File: src/hdl/rnkx_pkg.sv
`timescale 1ns / 1ps
// ----------------------------------------------------------------------------
// rnkx_pkg
// Shared constants and types of the rank transform core.
// ----------------------------------------------------------------------------
package rnkx_pkg;

    localparam int ALPHABET = 256;
    localparam int POS_BITS = 24;
    localparam int RANK_W   = $clog2(ALPHABET);

    localparam logic [1:0] MODE_FRONT = 2'd0;
    localparam logic [1:0] MODE_AVG   = 2'd1;
    localparam logic [1:0] MODE_TIME  = 2'd2;

    localparam logic REG_MODE = 1'b0;
    localparam logic REG_DIR  = 1'b1;

    localparam logic DIR_FWD = 1'b0;
    localparam logic DIR_INV = 1'b1;

    // one rank slot: symbol held there, its key and its last position
    typedef struct packed {
        logic [RANK_W-1:0]   sym;
        logic [POS_BITS-1:0] key;
        logic [POS_BITS-1:0] last;
    } cell_t;

endpackage

File: src/hdl/rnkx_cell.sv
`timescale 1ns / 1ps
// ----------------------------------------------------------------------------
// rnkx_cell
// One slot of the ranking: holds a symbol with its key and last position,
// compares against the search symbol and key, and takes its upper neighbor.
// ----------------------------------------------------------------------------
module rnkx_cell import rnkx_pkg::*; (
    input  logic              aclk,
    input  logic              clear,
    input  logic [RANK_W-1:0] init_sym,
    input  logic              shift_en,
    input  logic              load_en,
    input  cell_t             upper,
    input  cell_t             load_data,
    input  logic [RANK_W-1:0] match_sym,
    input  logic [POS_BITS-1:0] cmp_key,
    output cell_t             data,
    output logic              match,
    output logic              gt
);

    cell_t data_reg;

    // slot update: clear to identity, load new symbol, or move down one rank
    always_ff @(posedge aclk) begin
        if (clear) begin
            data_reg.sym  <= init_sym;
            data_reg.key  <= '0;
            data_reg.last <= '0;
        end else if (load_en) begin
            data_reg <= load_data;
        end else if (shift_en) begin
            data_reg <= upper;
        end
    end

    assign data  = data_reg;
    assign match = (data_reg.sym == match_sym);
    assign gt    = (data_reg.key > cmp_key);

endmodule

File: config.mk
export PLATFORM = sky130hd
export DESIGN_NAME = rnkx_cell
export DESIGN_NICKNAME = d
export VERILOG_FILES = /design/src/hdl/rnkx_pkg.sv /design/src/hdl/rnkx_cell.sv
export SDC_FILE = /design/constraint.sdc
export NUM_CORES = 1
export LEC_CHECK = 0
export ABC_AREA = 0
export ABC_CLOCK_PERIOD_IN_PS = 1900
export BUFFER_PORTS_ARGS = -buffer_cell sky130_fd_sc_hd__clkbuf_2
export CAP_MARGIN = 20
export CORE_UTILIZATION = 43
export CTS_CLUSTER_DIAMETER = 80
export DETAILED_ROUTE_END_ITERATION = 16
export MAX_ROUTING_LAYER = met4
export PLACE_DENSITY_LB_ADDON = 0.1
export SLEW_MARGIN = 20
export SYNTH_ARGS = -nofsm -noshare
export SYNTH_HDL_FRONTEND = slang
export SYNTH_SLANG_ARGS = --single-unit
File: constraint.sdc
create_clock -name aclk -period 1.9 [get_ports aclk]
set_input_delay 0.095 -clock aclk [delete_from_list [all_inputs] [get_ports aclk]]
set_output_delay 0.095 -clock aclk [all_outputs]
set_load 0.05 [all_outputs]
==> flow_summary.toml, run 1 <==
[yosys]
yosysMostFrequentCell = "nor2_1"
netlist_instances = 392
synth_cell_types = 29
synthTopCellsByArea = "dfxtp_1 29%, mux2i_1 17%, nor2_1 11%"
synth_common_cells = "99 x nor2_1, 56 x a21oi_1, 56 x mux2i_1"
yosysWarnings = 0
synthesis.area_mm2 = 0.00326
synth_top_area_share = 0.295
synth_seq_cells = 56
yosysSeqAreaShare = 0.369
synth_nets = 572
yosys.area.top_type = "dfxtp_1"
synth_edf_count = 8
ys_dominant_reg_cell = "dfxtp_1"
avgSynthCellArea_um2 = 8.31
synthArstFlopShare = 0

[clock_tree]
clkLatencyLatePin_ps = 320
clk_pin_slew_ps = 110
numCtsBuffers = 5
cts_tree = "built"
htreeDepth = 2
numClockSinks = 56
clockBufferDepth = 2
root_buffer = "clkbuf_8"

[place]
post_dp_cell_area_mm2 = 0.00455
port_buffers = 213
gp_congestion = 0.846
place_ws_ps = -36.0
hpwl_mm = 6.86

[status]
status = "finished with violations"
violations = "negative setup slack"

[timing]
fin_crit_sh = 1.12
final.min_clock_period_ps = 2130
tns_ps = -232
tightest_slew_ps = 658
fmax_ghz = 0.469
slew_viol_final = 0
setup_ws_ps = -232
setup_viol = 1
hold_violations = 0
fin_skew_ps = 0
slew_headroom = 0.562
rsz0062_at_grt = "yes"

[floorplanning]
num_io_pins = 214
dieWidth_um = 89.0
core-area_mm2 = 0.00729
die_area_mm2 = 0.00793
start_util = 0.447
die_y_um = 89.0
rows = 31

[min_path]
holdCritPathClass = "in2reg"

[grt]
grt_pass1_wl_mm = 13.4
grt_pass1_vias = 2960
antenna_found_initial = 0
grt_util_all_layers = 0.227
grt_overflow = 0
grt_max_degree = 65

[layout]
final_area_mm2 = 0.00492
diodes = 0
drive_gt1_frac = 0.431
largest_register_ffs = 56
final_nets = 798
syn_to_final_growth_pct = 51.2

[flow_run]
cap_violations = 0

[pwr]
p_clk_frac = 0.217
p_leak_nw = 2.63
p_seq_frac = 0.434
switchingPower_w = 0.00113
switching_share = 0.363
p_int_w = 0.00199
p_per_area_mw_per_mm2 = 634
ir_worst_vdd_v = 0.000338
pwr-share-comb = 0.349
p_total_w = 0.00312

[worst_setup_path]
cp-end-kind = "output pin"
crit_required_ps = 1800
cp_num_buf_inv = 1
crit_fanout = 2
crit_slowest_cell = "dfxtp_2"
cp_data_arrival_time_ps = 2040
path_delay_family = "simple AND/OR/NAND/NOR gates"
slowest_delay_ps = 350
crit_type = "reg2out"
crit_path_start_kind = "flop"
path_cells = "ha_4 > nand4_4 > nor4_4 > nand3_2 > a21o_1 > a31oi_4 > buf_8"

[detailed_routing]
dr.pass1.iters = 4
routedWlPerCell_um = 12.8
drc = 0
vias_per_cell = 4.76
drt-total-wl_mm = 9.19
drt_first_iter_violations = 66
vias = 3418
postRouteAntennaNets = 0
## layout by cell type (no fill, tap or decap), drive strengths merged
cell and n:
and3 1, nor2 99, o21ai 9, mux2i 56, buf 19, ha 24
inv 25, a31oi 1, clkinv 2, nor3 1, clkbuf 215, nor4 1
a21o 4, a21oi 56, nor2b 1, nand3 3, dlygate4sd3 15, or3 1
nand4 6, edfxtp 8, a221o 1, dfxtp 48, xnor2 8, o211ai 1
a2111oi 1, nand2 12, a22oi 1
## per-layer routing
| metal | global-route usage | part of all wire |
|---|---|---|
| met5 | - | 0 |
| met4 | 0.0678 | 0.019 |
| met3 | 0.0508 | 0.064 |
| met2 | 0.394 | 0.50 |
| met1 | 0.263 | 0.42 |
## cell type report
type / count / area (um2)
Timing Repair Buffer: 244 / 1390
Tap cell: 99 / 124
Clock buffer: 5 / 68.8
Fill cell: 650 / 2370
Inverter: 24 / 90.1
Multi-Input combinational cell: 287 / 2010
Clock inverter: 3 / 22.5
Sequential cell: 56 / 1230
## kinds of logic after synthesis
| group | count (synthesis) | synth area share |
|---|---|---|
| DFF | 56 | 0.369 |
| xor gates and xnor gates | 8 | 0.0215 |
| buffers and inverters | 49 | 0.0626 |
| muxes | 56 | 0.172 |
| adders and majority gates | 24 | 0.0922 |
| AOI/OAI and AO/OA | 74 | 0.121 |
| and+or+nand+nor | 125 | 0.162 |
## power by group through the flow
stage          clock network [W]  registers (W)  logic [W]
6_report                0.000676        0.00136    0.00109
5_1_grt                 0.000747        0.00137    0.00119
4_1_cts                 0.000703        0.00135    0.00109
3_5_place_dp                   0        0.00138    0.00103
3_3_place_gp                   0        0.00138    0.00102
2_1_floorplan                  0        0.00168   0.000395
## worst reg2reg max path: stages, from the launching register on
cell and delay (ps):
dfxtp_4 360, buf_4 130, mux2i_1 120, nor2_1 50, a21oi_1 120, nor2_1 60
## repair_timing
item / CTS / global route
buffers inserted: 4 / 1
gates resized for setup: 10 / 2
setup endpoints to repair: 1 / 1
hold buffers: 14 / 1
hold endpoints to repair: 14 / 1
pin swaps: 5 / 6
## path summary, 6_finish.rpt
| check | to | slack (ps) | cells after the start | start |
|---|---|---|---|---|
| min | data[38] | 3 | 3 | load_data[38] |
| min reg2reg | data[18] | 620 | 4 | data[18] |
| max | gt | -230 | 7 | data[40] |
| max reg2reg | data[47] | 930 | 5 | data[47] |
## stage by stage
stage / instances / util / hold WS, ps
after floorplan: 392 / - / 236
after detailed placement: 690 / 0.624 / 330
after global routing: 718 / 0.675 / 1.39
final: 718 / 0.675 / 3.20
after CTS: 716 / 0.671 / 0.358
after global placement: 690 / 0.624 / 322
No activity file was read; power rests on OpenSTA's default activity.
==> inputs of run 2 (changes only) <==
- SETUP_SLACK_MARGIN: unset -> 0.5
==> run 2 against run 1 <==
Net effect: largest cell class unchanged; flip-flop and latch count is the same; die area unchanged; global-route usage down 0.78 points; the flow finishes with violations (negative hold slack, negative setup slack); critical path depth is the same; clock power grew 11%; final area down 4.3%.
==> flow_summary.toml, run 2 (same netlist as run 1, synthesis figures left out) <==
[status]
status = "finished with violations"
violations = "negative hold slack, negative setup slack"

[detailed_routing]
drt-total-wl_mm = 8.96
postRouteAntennaNets = 0
dr.pass1.iters = 4
vias = 3363
drc = 0
routedWlPerCell_um = 12.9
vias_per_cell = 4.83
drt_first_iter_violations = 38

[timing]
setup_ws_ps = -316
hold_violations = 1
hold-worst-slack_ps = -0.286
fin_skew_ps = 0
setup_viol = 1
slew_viol_final = 0
fin_crit_sh = 1.17
tightest_slew_ps = 661
slew_headroom = 0.559
final.min_clock_period_ps = 2220
rsz0062_at_grt = "yes"
fmax_ghz = 0.451

[floorplanning]
die_area_mm2 = 0.00793
dieWidth_um = 89.0
start_util = 0.447
num_io_pins = 214
die_y_um = 89.0
core-area_mm2 = 0.00729
rows = 31

[layout]
nFillCells = 688
layout_commonest_cell = "clkbuf_2"
diodes = 0
largest_register_ffs = 56
drive_gt1_frac = 0.430
syn_to_final_growth_pct = 44.6
layout_common_cells = "210 x clkbuf_2, 98 x nor2_1, 56 x mux2i_1, 56 x a21oi_1, 32 x dfxtp_1"
final_nets = 776
layout.cells.non_filler = 696

[worst_setup_path]
rr_startpoint = "data[31]"
crit_fanout = 3
cp_data_arrival_time_ps = 2120
crit_required_ps = 1800
cp-end-kind = "output pin"
crit_start = "data[42]"
crit_type = "reg2out"
crit_path_start_kind = "flop"

[grt]
met2_usage = 0.396
grt_pass1_vias = 2946
grt_overflow = 0
antenna_found_initial = 0
grt_max_degree = 65
busiest_layer = "met2"
use_met3 = 0.0406
grt_util_all_layers = 0.220
use_met1 = 0.252
grt_pass1_wl_mm = 13.1

[place]
gp_congestion = 0.821
dp_cells = 685
hpwl_mm = 6.98
port_buffers = 213

[clock_tree]
clk_pin_slew_ps = 110
numClockSinks = 56
clkLatencyLatePin_ps = 320
clockBufferDepth = 2
root_buffer = "clkbuf_8"
htreeDepth = 2
cts_tree = "built"
numCtsBuffers = 5

[pwr]
ir_worst_vdd_v = 0.000493
p_per_area_mw_per_mm2 = 667
p_leak_nw = 2.54

[min_path]
hp-start = "load_data[11]"
holdCritPathClass = "in2reg"

[flow_run]
cap_violations = 0
run 2: worst max-delay path, stage by stage, from the launching register on:
cell	delay, ps
dfxtp_4	380
ha_4	280
nand4_4	110
nor4_4	350
nand3_2	140
a21o_1	210
a31oi_4	180
buf_12	160
run 2: area by class of cell:
type / instances / area (um2) / area share
Tap cell: 99 / 124 / 0.0263
Clock buffer: 6 / 93.8 / 0.0199
Clock inverter: 2 / 17.5 / 0.00372
Multi-Input combinational cell: 287 / 1960 / 0.417
Inverter: 24 / 90.1 / 0.0191
Timing Repair Buffer: 222 / 1180 / 0.250
Sequential cell: 56 / 1240 / 0.264
run 2: report_power, final:
group | total, W | internal [W] | leakage [nW] | switching [W]
registers | 0.00135 | 0.00129 | 0.490 | 0.0000630
clock network | 0.000753 | 0.000345 | 0.0565 | 0.000407
logic | 0.00104 | 0.000391 | 1.99 | 0.000646
run 2: path summary, 6_finish.rpt:
| kind | end | slack (ps) | depth (start not counted) |
|---|---|---|---|
| max | gt | -320 | 7 |
| min | data[11] | -0.3 | 3 |
| max reg2reg | data[31] | 1000 | 4 |
| min reg2reg | data[15] | 630 | 4 |
run 2: layer usage:
metal  vias up  wire length, um
li1       1741                -
met1      1494             3840
met2       117             4470
met3        11              533
met4         0              111
met5         -                0
run 2: timing repair:
action / 4_1_cts / 5_1_grt
gates resized for setup: 5 / 1
pin swaps: 1 / 3
hold buffers: 1 / 1
buffers inserted: 0 / 1
endpoints found under the setup margin: 2 / 2
hold endpoints to repair: 1 / 1
run 2: metrics by stage:
stage / total power (W) / setup slack, ps / TNS, ps / area, um2 / utilization
finish: 0.00314 / -316 / -316 / 4710 / 0.646
floorplan: 0.00207 / 78.0 / 0 / 3390 / -
CTS: 0.00317 / -288 / -288 / 4690 / 0.643
global route: 0.00331 / -366 / -366 / 4710 / 0.646
detailed placement: 0.00241 / -3.30 / -3.30 / 4540 / 0.623
global placement: 0.00239 / 53.2 / 0 / 4540 / 0.623
